==> config.mk <==
export PLATFORM = sky130hd
export DESIGN_NAME = searchable_fifo_queue
export DESIGN_NICKNAME = d
export VERILOG_FILES = /design/src/rtl/sfq_pkg.sv /design/src/rtl/sfq_mem.sv /design/src/rtl/sfq_ctrl.sv /design/src/rtl/searchable_fifo_queue.sv
export SDC_FILE = /design/constraint.sdc
export NUM_CORES = 1
export LEC_CHECK = 0
export BUFFER_PORTS_ARGS = -buffer_cell sky130_fd_sc_hd__buf_2
export CAP_MARGIN = 10
export CORE_ASPECT_RATIO = 1.75
export CORE_MARGIN = 2
export CORE_UTILIZATION = 35
export DETAILED_ROUTE_END_ITERATION = 10
export PLACE_DENSITY_LB_ADDON = 0.08
export RECOVER_POWER = 50
export SLEW_MARGIN = 40
export SYNTH_ARGS = -nofsm -noshare
export SYNTH_HDL_FRONTEND = slang
export SYNTH_SLANG_ARGS = --single-unit
==> constraint.sdc <==
create_clock -name clock -period 9.8 [get_ports clock]
set_input_delay 0 -clock clock [delete_from_list [all_inputs] [get_ports clock]]
set_output_delay 0 -clock clock [all_outputs]
set_load 0.03 [all_outputs]
==> src/rtl/sfq_pkg.sv <==
// Shared widths, operation codes and status codes of the searchable FIFO queue.
package sfq_pkg;

   // Field widths of the request and response transactions.
   localparam int KIND_W      = 2;
   localparam int WORD_W      = 32;
   localparam int STATUS_W    = 2;
   localparam int POS_W       = 5;
   localparam int REQ_TDATA_W = 32;
   localparam int RSP_TDATA_W = 40;

   // Operation codes carried in req_tuser.
   localparam logic [KIND_W-1:0] KIND_PUSH   = 2'd0;
   localparam logic [KIND_W-1:0] KIND_POP    = 2'd1;
   localparam logic [KIND_W-1:0] KIND_SEARCH = 2'd2;

   // Result status carried in rsp_tuser.
   typedef enum logic [STATUS_W-1:0] {
      STATUS_OK        = 2'd0,
      STATUS_EMPTY     = 2'd1,
      STATUS_FULL      = 2'd2,
      STATUS_NOT_FOUND = 2'd3
   } status_type;

endpackage

==> src/rtl/sfq_mem.sv <==
// Entry storage: one write port and one read port with a registered read.
module sfq_mem #(
   parameter int DEPTH = 16,
   parameter int AW    = 4
) (
   input  logic                      clock,
   input  logic                      wr_en,
   input  logic [AW-1:0]             wr_addr,
   input  logic [sfq_pkg::WORD_W-1:0] wr_data,
   input  logic                      rd_en,
   input  logic [AW-1:0]             rd_addr,
   output logic [sfq_pkg::WORD_W-1:0] rd_data
);
   import sfq_pkg::*;

   logic [WORD_W-1:0] entries_ff [DEPTH];
   logic [WORD_W-1:0] rd_data_ff;

   // Write port.
   always_ff @(posedge clock) begin
      if (wr_en) begin
         entries_ff[wr_addr] <= wr_data;
      end
   end

   // Read port; the data holds until the next read is issued.
   always_ff @(posedge clock) begin
      if (rd_en) begin
         rd_data_ff <= entries_ff[rd_addr];
      end
   end

   assign rd_data = rd_data_ff;

endmodule

==> src/rtl/sfq_ctrl.sv <==
// Queue sequencer: head, tail and occupancy, pop and search walks, response register.
module sfq_ctrl #(
   parameter int DEPTH = 16,
   parameter int AW    = 4,
   parameter int CW    = 5
) (
   input  logic                            clock,
   input  logic                            reset,
   input  logic                            req_tvalid,
   output logic                            req_tready,
   input  logic [sfq_pkg::KIND_W-1:0]      req_kind,
   input  logic signed [sfq_pkg::WORD_W-1:0] req_value,
   output logic                            rsp_tvalid,
   input  logic                            rsp_tready,
   output sfq_pkg::status_type             rsp_status,
   output logic signed [sfq_pkg::WORD_W-1:0] rsp_popped_value,
   output logic [sfq_pkg::POS_W-1:0]       rsp_position,
   output logic                            mem_wr_en,
   output logic [AW-1:0]                   mem_wr_addr,
   output logic [sfq_pkg::WORD_W-1:0]      mem_wr_data,
   output logic                            mem_rd_en,
   output logic [AW-1:0]                   mem_rd_addr,
   input  logic [sfq_pkg::WORD_W-1:0]      mem_rd_data
);
   import sfq_pkg::*;

   typedef enum logic [1:0] {
      S_IDLE,
      S_HOLD,
      S_POP,
      S_SEARCH
   } state_type;

   localparam logic [AW-1:0] LAST_ADDR = AW'(DEPTH - 1);
   localparam logic [CW-1:0] FULL_CNT  = CW'(DEPTH);

   state_type          state_ff, state_in;
   logic [AW-1:0]      head_ff, head_in;
   logic [AW-1:0]      tail_ff, tail_in;
   logic [CW-1:0]      count_ff, count_in;
   logic [AW-1:0]      scan_addr_ff, scan_addr_in;
   logic [CW-1:0]      scan_ff, scan_in;
   logic [WORD_W-1:0]  key_ff, key_in;
   status_type         pend_status_ff, pend_status_in;
   logic               rsp_valid_ff, rsp_valid_in;
   status_type         rsp_status_ff, rsp_status_in;
   logic [WORD_W-1:0]  rsp_popped_ff, rsp_popped_in;
   logic [POS_W-1:0]   rsp_pos_ff, rsp_pos_in;
   logic               out_free;
   logic               hit;
   logic               req_fire;

   function automatic logic [AW-1:0] next_slot(input logic [AW-1:0] idx);
      return (idx == LAST_ADDR) ? '0 : idx + 1'b1;
   endfunction

   assign req_tready = (state_ff == S_IDLE);
   assign req_fire   = req_tvalid && req_tready;
   assign out_free   = !rsp_valid_ff || rsp_tready;
   assign hit        = (mem_rd_data == key_ff);

   // Next-state logic for the sequencer, the queue pointers and the response.
   always_comb begin
      state_in       = state_ff;
      head_in        = head_ff;
      tail_in        = tail_ff;
      count_in       = count_ff;
      scan_addr_in   = scan_addr_ff;
      scan_in        = scan_ff;
      key_in         = key_ff;
      pend_status_in = pend_status_ff;
      rsp_valid_in   = rsp_valid_ff && !rsp_tready;
      rsp_status_in  = rsp_status_ff;
      rsp_popped_in  = rsp_popped_ff;
      rsp_pos_in     = rsp_pos_ff;
      mem_wr_en      = 1'b0;
      mem_wr_addr    = tail_ff;
      mem_wr_data    = req_value;
      mem_rd_en      = 1'b0;
      mem_rd_addr    = head_ff;

      unique case (state_ff)
         S_IDLE: begin
            if (req_fire) begin
               state_in       = S_HOLD;
               pend_status_in = STATUS_OK;
               unique case (req_kind)
                  KIND_PUSH: begin
                     if (count_ff == FULL_CNT) begin
                        pend_status_in = STATUS_FULL;
                     end else begin
                        mem_wr_en = 1'b1;
                        tail_in   = next_slot(tail_ff);
                        count_in  = count_ff + 1'b1;
                     end
                  end
                  KIND_POP: begin
                     if (count_ff == '0) begin
                        pend_status_in = STATUS_EMPTY;
                     end else begin
                        mem_rd_en = 1'b1;
                        state_in  = S_POP;
                     end
                  end
                  KIND_SEARCH: begin
                     key_in = req_value;
                     if (count_ff == '0) begin
                        pend_status_in = STATUS_NOT_FOUND;
                     end else begin
                        mem_rd_en    = 1'b1;
                        scan_addr_in = head_ff;
                        scan_in      = CW'(1);
                        state_in     = S_SEARCH;
                     end
                  end
                  default: begin
                     // Unused operation code: report success, change nothing.
                     pend_status_in = STATUS_OK;
                  end
               endcase
            end
         end
         S_HOLD: begin
            if (out_free) begin
               rsp_valid_in  = 1'b1;
               rsp_status_in = pend_status_ff;
               rsp_popped_in = '0;
               rsp_pos_in    = '0;
               state_in      = S_IDLE;
            end
         end
         S_POP: begin
            if (out_free) begin
               rsp_valid_in  = 1'b1;
               rsp_status_in = STATUS_OK;
               rsp_popped_in = mem_rd_data;
               rsp_pos_in    = '0;
               head_in       = next_slot(head_ff);
               count_in      = count_ff - 1'b1;
               state_in      = S_IDLE;
            end
         end
         S_SEARCH: begin
            // The read data belongs to the entry at position scan_ff from the head.
            if (hit || (scan_ff == count_ff)) begin
               if (out_free) begin
                  rsp_valid_in  = 1'b1;
                  rsp_status_in = hit ? STATUS_OK : STATUS_NOT_FOUND;
                  rsp_popped_in = '0;
                  rsp_pos_in    = hit ? POS_W'(scan_ff) : '0;
                  state_in      = S_IDLE;
               end
            end else begin
               mem_rd_en    = 1'b1;
               mem_rd_addr  = next_slot(scan_addr_ff);
               scan_addr_in = next_slot(scan_addr_ff);
               scan_in      = scan_ff + 1'b1;
            end
         end
         default: begin
            state_in = S_IDLE;
         end
      endcase
   end

   // State, pointers and response register.
   always_ff @(posedge clock) begin
      if (reset) begin
         state_ff     <= S_IDLE;
         head_ff      <= '0;
         tail_ff      <= '0;
         count_ff     <= '0;
         rsp_valid_ff <= 1'b0;
      end else begin
         state_ff     <= state_in;
         head_ff      <= head_in;
         tail_ff      <= tail_in;
         count_ff     <= count_in;
         rsp_valid_ff <= rsp_valid_in;
      end
      scan_addr_ff   <= scan_addr_in;
      scan_ff        <= scan_in;
      key_ff         <= key_in;
      pend_status_ff <= pend_status_in;
      rsp_status_ff  <= rsp_status_in;
      rsp_popped_ff  <= rsp_popped_in;
      rsp_pos_ff     <= rsp_pos_in;
   end

   assign rsp_tvalid       = rsp_valid_ff;
   assign rsp_status       = rsp_status_ff;
   assign rsp_popped_value = rsp_popped_ff;
   assign rsp_position     = rsp_pos_ff;

   // Occupancy never exceeds the ring size.
   a_count_bound: assert property (@(posedge clock) disable iff (reset)
      count_ff <= FULL_CNT)
      else $error("occupancy exceeds queue depth");

   // An empty or full ring has head and tail at the same slot.
   a_ptr_meet: assert property (@(posedge clock) disable iff (reset)
      (count_ff == '0 || count_ff == FULL_CNT) |-> head_ff == tail_ff)
      else $error("head and tail disagree with occupancy");

   // A push into a queue with room adds exactly one entry.
   a_push_count: assert property (@(posedge clock) disable iff (reset)
      (req_fire && req_kind == KIND_PUSH && count_ff != FULL_CNT)
      |=> count_ff == $past(count_ff) + 1'b1)
      else $error("push did not grow occupancy");

   // A failed operation carries no popped word and no position.
   a_fail_zero: assert property (@(posedge clock) disable iff (reset)
      (rsp_valid_ff && rsp_status_ff != STATUS_OK)
      |-> (rsp_popped_ff == '0 && rsp_pos_ff == '0))
      else $error("failed transaction carries payload");

endmodule

==> src/rtl/searchable_fifo_queue.sv <==
// Top level of the searchable FIFO queue: storage plus sequencer.
//
// The request channel (req_) carries one operation per transaction: push a
// word at the tail, pop the word at the head, or search for the first entry
// equal to a key, walking from the head. Every request gives exactly one
// response transaction on the rsp_ channel with a status, the popped word
// and the 1-based match position.
// Requests are handled one at a time. A push, a pop or an operation that
// fails at once passes through a hold or pop state that loads the response
// register once it is free; the sequencer then returns to idle, where the
// next request is accepted. A search reads the entry memory one word per
// cycle from the head, examines at most DEPTH entries and loads the
// response on a match or after the last entry examined, and this read
// loop sets the worst-case rate.
// The response sits in an output register: a new request is accepted while
// an earlier response still waits, and the block holds its finished result
// in place when the receiver stalls, until the register frees up.
// Reset empties the queue at once; no clearing pass runs over the memory.
module searchable_fifo_queue #(
   parameter int DEPTH = 16
) (
   input  logic                               clock,
   input  logic                               reset,
   input  logic                               req_tvalid,
   output logic                               req_tready,
   input  logic [sfq_pkg::REQ_TDATA_W-1:0]    req_tdata,   // [31:0] value
   input  logic [sfq_pkg::KIND_W-1:0]         req_tuser,   // [1:0] kind
   output logic                               rsp_tvalid,
   input  logic                               rsp_tready,
   output logic [sfq_pkg::RSP_TDATA_W-1:0]    rsp_tdata,   // [31:0] popped_value, [36:32] position
   output logic [sfq_pkg::STATUS_W-1:0]       rsp_tuser    // [1:0] status
);
   import sfq_pkg::*;

   localparam int AW = $clog2(DEPTH);
   localparam int CW = $clog2(DEPTH + 1);

   logic                 mem_wr_en;
   logic [AW-1:0]        mem_wr_addr;
   logic [WORD_W-1:0]    mem_wr_data;
   logic                 mem_rd_en;
   logic [AW-1:0]        mem_rd_addr;
   logic [WORD_W-1:0]    mem_rd_data;
   status_type           rsp_status;
   logic signed [WORD_W-1:0] rsp_popped_value;
   logic [POS_W-1:0]     rsp_position;

   // Sequencer.
   sfq_ctrl #(
      .DEPTH (DEPTH),
      .AW    (AW),
      .CW    (CW)
   ) u_ctrl (
      .clock            (clock),
      .reset            (reset),
      .req_tvalid       (req_tvalid),
      .req_tready       (req_tready),
      .req_kind         (req_tuser),
      .req_value        (req_tdata[WORD_W-1:0]),
      .rsp_tvalid       (rsp_tvalid),
      .rsp_tready       (rsp_tready),
      .rsp_status       (rsp_status),
      .rsp_popped_value (rsp_popped_value),
      .rsp_position     (rsp_position),
      .mem_wr_en        (mem_wr_en),
      .mem_wr_addr      (mem_wr_addr),
      .mem_wr_data      (mem_wr_data),
      .mem_rd_en        (mem_rd_en),
      .mem_rd_addr      (mem_rd_addr),
      .mem_rd_data      (mem_rd_data)
   );

   // Entry memory.
   sfq_mem #(
      .DEPTH (DEPTH),
      .AW    (AW)
   ) u_mem (
      .clock   (clock),
      .wr_en   (mem_wr_en),
      .wr_addr (mem_wr_addr),
      .wr_data (mem_wr_data),
      .rd_en   (mem_rd_en),
      .rd_addr (mem_rd_addr),
      .rd_data (mem_rd_data)
   );

   // Response packing.
   assign rsp_tdata = {(RSP_TDATA_W - WORD_W - POS_W)'(0), rsp_position, rsp_popped_value};
   assign rsp_tuser = rsp_status;

endmodule
==> run metrics, run 1 <==
Cell Pwr Density 195 nW/um^2; EDFF count, synth ~630; ys flop type edfxtp_1; largest net degree at the start of global routing 65; r2r endpoint u_mem.rd_data[16]; Max clock buf depth 3; RSZ-0062 raised after global routing false; number of max-cap violations 2; vias in the first global route roughly 14k; PortBufs 78; synth unique cells 44; start of the worst register-to-register path u_mem.rd_data[15]; NumNets Final 1,622; drt total wl 70,200 um; Synth Area in XOR/XNOR 1.75%; Avg WL per Cell 27.8 um; Setup crit end kind flip-flop; Post-Synth Adder-Cell Area 0.979%; failing checks capacitance limit, slew limit; Vias per Instance around 5.2; R2R setup slack between 4 and 5 ns; drt drc 0; Synth Warn # 0; largest family of logic cells by synthesized area multiplexers; actual slew at the worst max-slew pin 3.01 ns; Hold Violations, Final 0; die height 358 um; area delta synth->final 15.6%; Endpoint, Worst Hold u_ctrl.count_ff[3]; Worst slew margin -100%; Worst VDD drop 118 uV; crit path DAT 5.30 ns; ys async rst share 0%; first-pass GRT wire length between 90,000 and 100,000 um; Hold Crit Class input pin to flip-flop; HPWL reported at the end of detailed placement between 30,000 and 40,000 um; #FFs+latches synth between 600 and 700; antenna violations before repair 1; n_diodes 0; clock sink total 642; H-Tree Depth 2; hold depth 3; skew final between 0.01 and 0.015 ns; non-filler instance count after layout ~2.5k; Worst-path clk slew 0.06 ns; Cells after Synth 1,422; root buf cell clkbuf_16; CTS tree done; Leakage 10.9 nW; final hold slack 0.331 ns; Synth Area in Simple Gates 4.15%; min-delay src reset; Fmax achieved 0.203 GHz; Startpoint Class flip-flop; share of cells above drive strength 1 between 10% and 20%; mux contribution to synthesized area around 10%; Antenna Violating Nets Remaining 0; IO Pins 82; Placed Instances 2,382; CP Max Fanout 64; Fin Setup TNS 0 ns; Post-CTS Setup Bufs 0; later-pin clock latency in the skew report 0.63 ns; die area 73,800 um^2; post-synthesis compound-gate area fraction 4.67%; # setup viols final 0; placer congestion estimate 0.717; Worst Setup SP u_mem.rd_data[15]; Worst R2R Path Depth 11; Num CTS Buffers 59; Die X 206 um; status finished, violations left; DR iter-0 viols 919; Vias 13.1k; Final Instance Area 29,000 um^2; WP data required roughly 10 ns; Total GRT Usage 19.3%; dpl cell area 26,700 um^2; register area share after synthesis 76.3%; Core Area 70,700 um^2; Initial Util between 30% and 40%; DR pass1 iterations 4; Tcrit/Tclk final between 50% and 60%; GRT Residual Overflow 0; FP Rows 129; Slew Limit Fails 76; Worst Setup Path Type flip-flop to flip-flop; mean post-synth cell area 17.6 um^2; Cell Area, Synth 25,000 um^2; Tmin final approximately 4.9 ns
[synth_stat cells (11+ instances only)]
library cell  number  area [um^2]
edfxtp_1         626        18800
mux2i_1          258         2580
o22ai_1          130          813
buf_2             49          245
nor2_1            43          161
xor2_1            43          377
and2_1            35          219
or4_1             32          240
nand2_1           21         78.8
a21oi_1           18         90.1
ha_1              18          225
dfxtp_1           16          320
inv_1             16         60.1
clkbuf_1          15         56.3
nor3_1            13         65.1
nand3_1           11         55.1
[per-layer routing]
metal | up-vias | GRT usage, % | wire length, um
met5 | - | 0 | 0
met4 | 0 | 4.50 | 1360
met3 | 80 | 2.60 | 2590
met2 | 278 | 35.1 | 37200
met1 | 6861 | 24.1 | 29100
li1 | 5894 | - | -
[placed cells by master, fill, tap and decap left out, drive strengths merged, types with 7 or more instances in the layout]
| cell | n |
|---|---|
| edfxtp | 626 |
| mux2i | 258 |
| clkbuf | 143 |
| o22ai | 130 |
| xor2 | 43 |
| nor2 | 43 |
| buf | 39 |
| dlygate4sd3 | 38 |
| and2 | 35 |
| or4 | 32 |
| clkinv | 27 |
| nand2 | 21 |
| a21oi | 20 |
| ha | 18 |
| inv | 18 |
| dfxtp | 16 |
| nor3 | 13 |
| nand3 | 11 |
| nor4 | 11 |
| o21ai | 9 |
| bufinv | 8 |
| xnor2 | 7 |
[registers in the layout, summed over array words and instances, names as in the netlist, 2 cells and up]
register and count:
u_ctrl.rsp_status 2, u_ctrl.count_ff 5, u_ctrl.scan_ff 5, u_ctrl.key_ff 32, u_ctrl.head_ff 4, u_ctrl.rsp_popped_value 32
u_ctrl.rsp_position 5, u_ctrl.state_ff 2, u_ctrl.mem_wr_addr 4, u_mem.rd_data 32, u_ctrl.scan_addr_ff 4, u_ctrl.pend_status_ff 2
u_mem.entries_ff 512
[power breakdown]
group	total (mW)	internal (mW)	switching [mW]
Combinational	0.237	0.0600	0.177
Sequential	3.08	3.06	0.0193
Clock	2.34	1.31	1.03
Total	5.65	4.43	1.22
[layout make-up]
class | count | area, um^2
tap | 917 | 1150
timing repair buffer | 154 | 1010
clock buffer | 66 | 1500
fill | 6495 | 41700
inverter | 16 | 60.1
sequential | 642 | 19100
clock inverter | 42 | 419
multi-input combinational | 692 | 5690
[worst max-delay path, stage by stage (launching register included)]
cell and delay (ns):
edfxtp_1 0.40, xor2_1 0.16, nor4_1 0.49, nand4_1 0.45, nor2_1 0.49, a2bb2oi_4 0.23
buf_12 0.40, buf_16 0.35, buf_6 0.56, mux2i_1 0.28, o22ai_1 0.10, or4_1 0.53
[per-stage QoR]
stage | power, mW | worst slack [ns] | utilization, %
global placement | 3.37 | 4.76 | 37.8
CTS | 5.73 | 4.61 | 41.1
finish | 5.65 | 4.87 | 41.0
detailed placement | 3.37 | 4.63 | 37.8
global route | 5.83 | 4.55 | 41.0
floorplan | 3.27 | 5.41 | -
[repair_timing]
action,CTS,global route
hold endpoints to repair,564,0
hold buffers,38,0
setup endpoints to repair,0,0
resized for setup,0,0
[cell families after synthesis]
group,after synthesis
AOI/OAI and AO/OA,176
muxes,259
DFF,642
other,1
xor gates and xnor gates,50
adders and majority gates,19
and+or+nand+nor,185
buffers and inverters,90
[worst max-delay path by stage]
stage | to | cells past startpoint
global placement | u_mem.rd_data[17] | 10
finish | u_mem.rd_data[16] | 11
detailed placement | u_mem.rd_data[24] | 11
floorplan | u_mem.entries_ff[3][0] | 7
CTS | u_mem.rd_data[17] | 11
global route | u_mem.rd_data[17] | 11
No activity file was read; power rests on OpenSTA's default activity.
==> run 2: changes to the inputs <==
ABC_AREA = 1   (was default)
clock period = 5 ns   (was 9.8 ns; I/O delays follow)
==> run metrics, run 2 <==
Post-CTS Hold Buffers 38; failing checks capacitance limit, slew limit; Total GRT Usage 19.8%; Num CTS Buffers 61; EDFF count, synth 626; core utilization of the finished layout 40.5%; synth unique cells 35; crit path DAT 4.30 ns; synth top area cells edfxtp_1, nand3_1, nand2_1, inv_1, buf_2; critical path's top delay family simple AND/OR/NAND/NOR gates; n_diodes 0; Fin Setup TNS 0 ns; top cell type by total area after synthesis edfxtp_1; most frequent CP cell nand2_1; Antenna Violating Nets Remaining 0; GRT Residual Overflow 0; #FFs+latches synth approximately 640; Worst-path clk slew about 0.060 ns; Worst VDD drop 256 uV; Synth Warn # 0; synth cell count leaders nand2_1, edfxtp_1, nand3_1; HPWL reported at the end of detailed placement between 40,000 and 50,000 um; Vias 18.4k; Core Area 78,400 um^2; most common cell after layout, fill and taps aside nand2_1; commonest cells after routing, fill and taps aside nand2_1, edfxtp_1, nand3_1, inv_1, clkbuf_1; Fmax achieved 0.255 GHz; Tmin final 3.93 ns; CTS tree done; Leakage roughly 13 nW; share of the synthesized area in the top cell type between 60% and 70%; drt drc 0; mean post-synth cell area 10.9 um^2; drt total wl about 80,000 um; NumNets Final roughly 2.7k; Cell Pwr Density around 370 nW/um^2; FILL cells 7,492; area delta synth->final 14.6%; Worst Setup Path Type flip-flop to flip-flop; clock sink total 642; first-pass GRT wire length 120,000 um; Setup crit end kind flip-flop; Max clock buf depth 3; FP Rows around 140; skew final around 0.025 ns; DR pass1 iterations 7; Initial Util 35.3%; ys async rst share 0%; CP max stage delay 0.46 ns; largest register by flop count u_mem.entries_ff; placer congestion estimate between 0.7 and 0.8; ys flop type edfxtp_1; root buf cell clkbuf_16; Post-CTS Setup Bufs 0; RSZ-0062 raised after global routing false; CP max-delay cell edfxtp_1; Cells after Synth 2,551; DR iter-0 viols 1,342; later-pin clock latency in the skew report around 0.65 ns; Slew Limit Fails just under 60; # resized after CTS 0; WP data required 5.37 ns; max reg flops 512; Die X 217 um; share of cells above drive strength 1 6.46%; largest net degree at the start of global routing 143; CP Max Fanout about 80; Tcrit/Tclk final 78.6%; CP Cell Sequence xnor2_1, nand2_1, nor2_1, nand2_1, nor2_1, nand2_1, nand3_4, nand2_8, nand2_8, buf_12, nand2_1, nand3_1, nand3_1, nand3_1, nand2_1; IO Pins 82; # setup viols final 0; Vias per Instance 4.95; Worst slew margin -79.1%; final hold slack 0.234 ns; PortBufs 78; die area 81,600 um^2; Cell Area, Synth 27,700 um^2; vias in the first global route between 15k and 20k; Startpoint Class flip-flop; antenna violations before repair 1; H-Tree Depth 2; register area share after synthesis 69.0%; Post-Place Worst Slack roughly 1.2 ns; most common cell in the netlist nand2_1; Hold Crit Class input pin to flip-flop; worst path bufs/invs 1; die height between 300 and 400 um; number of max-cap violations 2; Hold Violations, Final 0; actual slew at the worst max-slew pin approximately 2.7 ns; Avg WL per Cell 21.5 um; status finished, violations left; setup ws final 1.07 ns
[run 2: cell type report]
type | instances | area [um^2] | area share, %
well taps | 1035 | 1290 | 4.08
inverters | 349 | 1310 | 4.12
clock inverters | 40 | 453 | 1.43
flip-flops and latches | 642 | 19100 | 60.2
multi-input cells | 1422 | 6770 | 21.3
clock buffers | 73 | 1590 | 5.01
repair buffers | 166 | 1230 | 3.89
[run 2: layer usage]
metal,wire (um),up-vias,track usage (%)
li1,-,8720,-
met1,33000,9213,24.3
met2,42100,394,36.6
met3,2910,106,2.21
met4,2120,0,5.49
met5,0,-,0
[run 2: where the power goes]
group          total (mW)  switching, mW  internal (mW)
Combinational       0.845          0.635          0.210
Clock                4.85           2.07           2.78
Sequential           6.13         0.0596           6.07
[run 2: cell families (layout without fill, tap and decap cells)]
family	after synthesis	after routing	synth area share (%)
buffers and inverters	489	628	7.43
xor gates and xnor gates	33	33	1.04
AOI/OAI and AO/OA	49	49	0.957
other	1	3	0.0135
and+or+nand+nor	1318	1318	20.7
DFF	642	642	69.0
adders and majority gates	19	19	0.884
[run 2: metrics by stage]
stage | area [um^2] | instances | total power, mW
finish | 31800 | 3727 | 11.8
CTS | 31900 | 3727 | 12.0
floorplan | 27700 | 2553 | 6.76
global placement | 29300 | 3571 | 7.09
detailed placement | 29500 | 3576 | 7.10
global route | 31800 | 3727 | 12.2
[run 2: worst paths after layout]
kind	startpoint	end	slack, ns	cells after the start
hold reg to reg	u_ctrl.mem_wr_addr[2]	u_ctrl.mem_wr_addr[2]	0.53	2
setup / recovery	u_mem.rd_data[16]	u_mem.rd_data[11]	1.07	15
setup reg to reg	u_mem.rd_data[16]	u_mem.rd_data[11]	1.07	15
hold / removal	reset	u_ctrl.mem_wr_addr[2]	0.23	3
[run 2: worst reg2reg max path, delay by kind of cell (launching register included)]
kind,cells,cell delay (ns)
XOR/XNOR,1,0.18
flip-flops,1,0.46
AND/OR/NAND/NOR,13,2.60
buffers and inverters,1,0.42
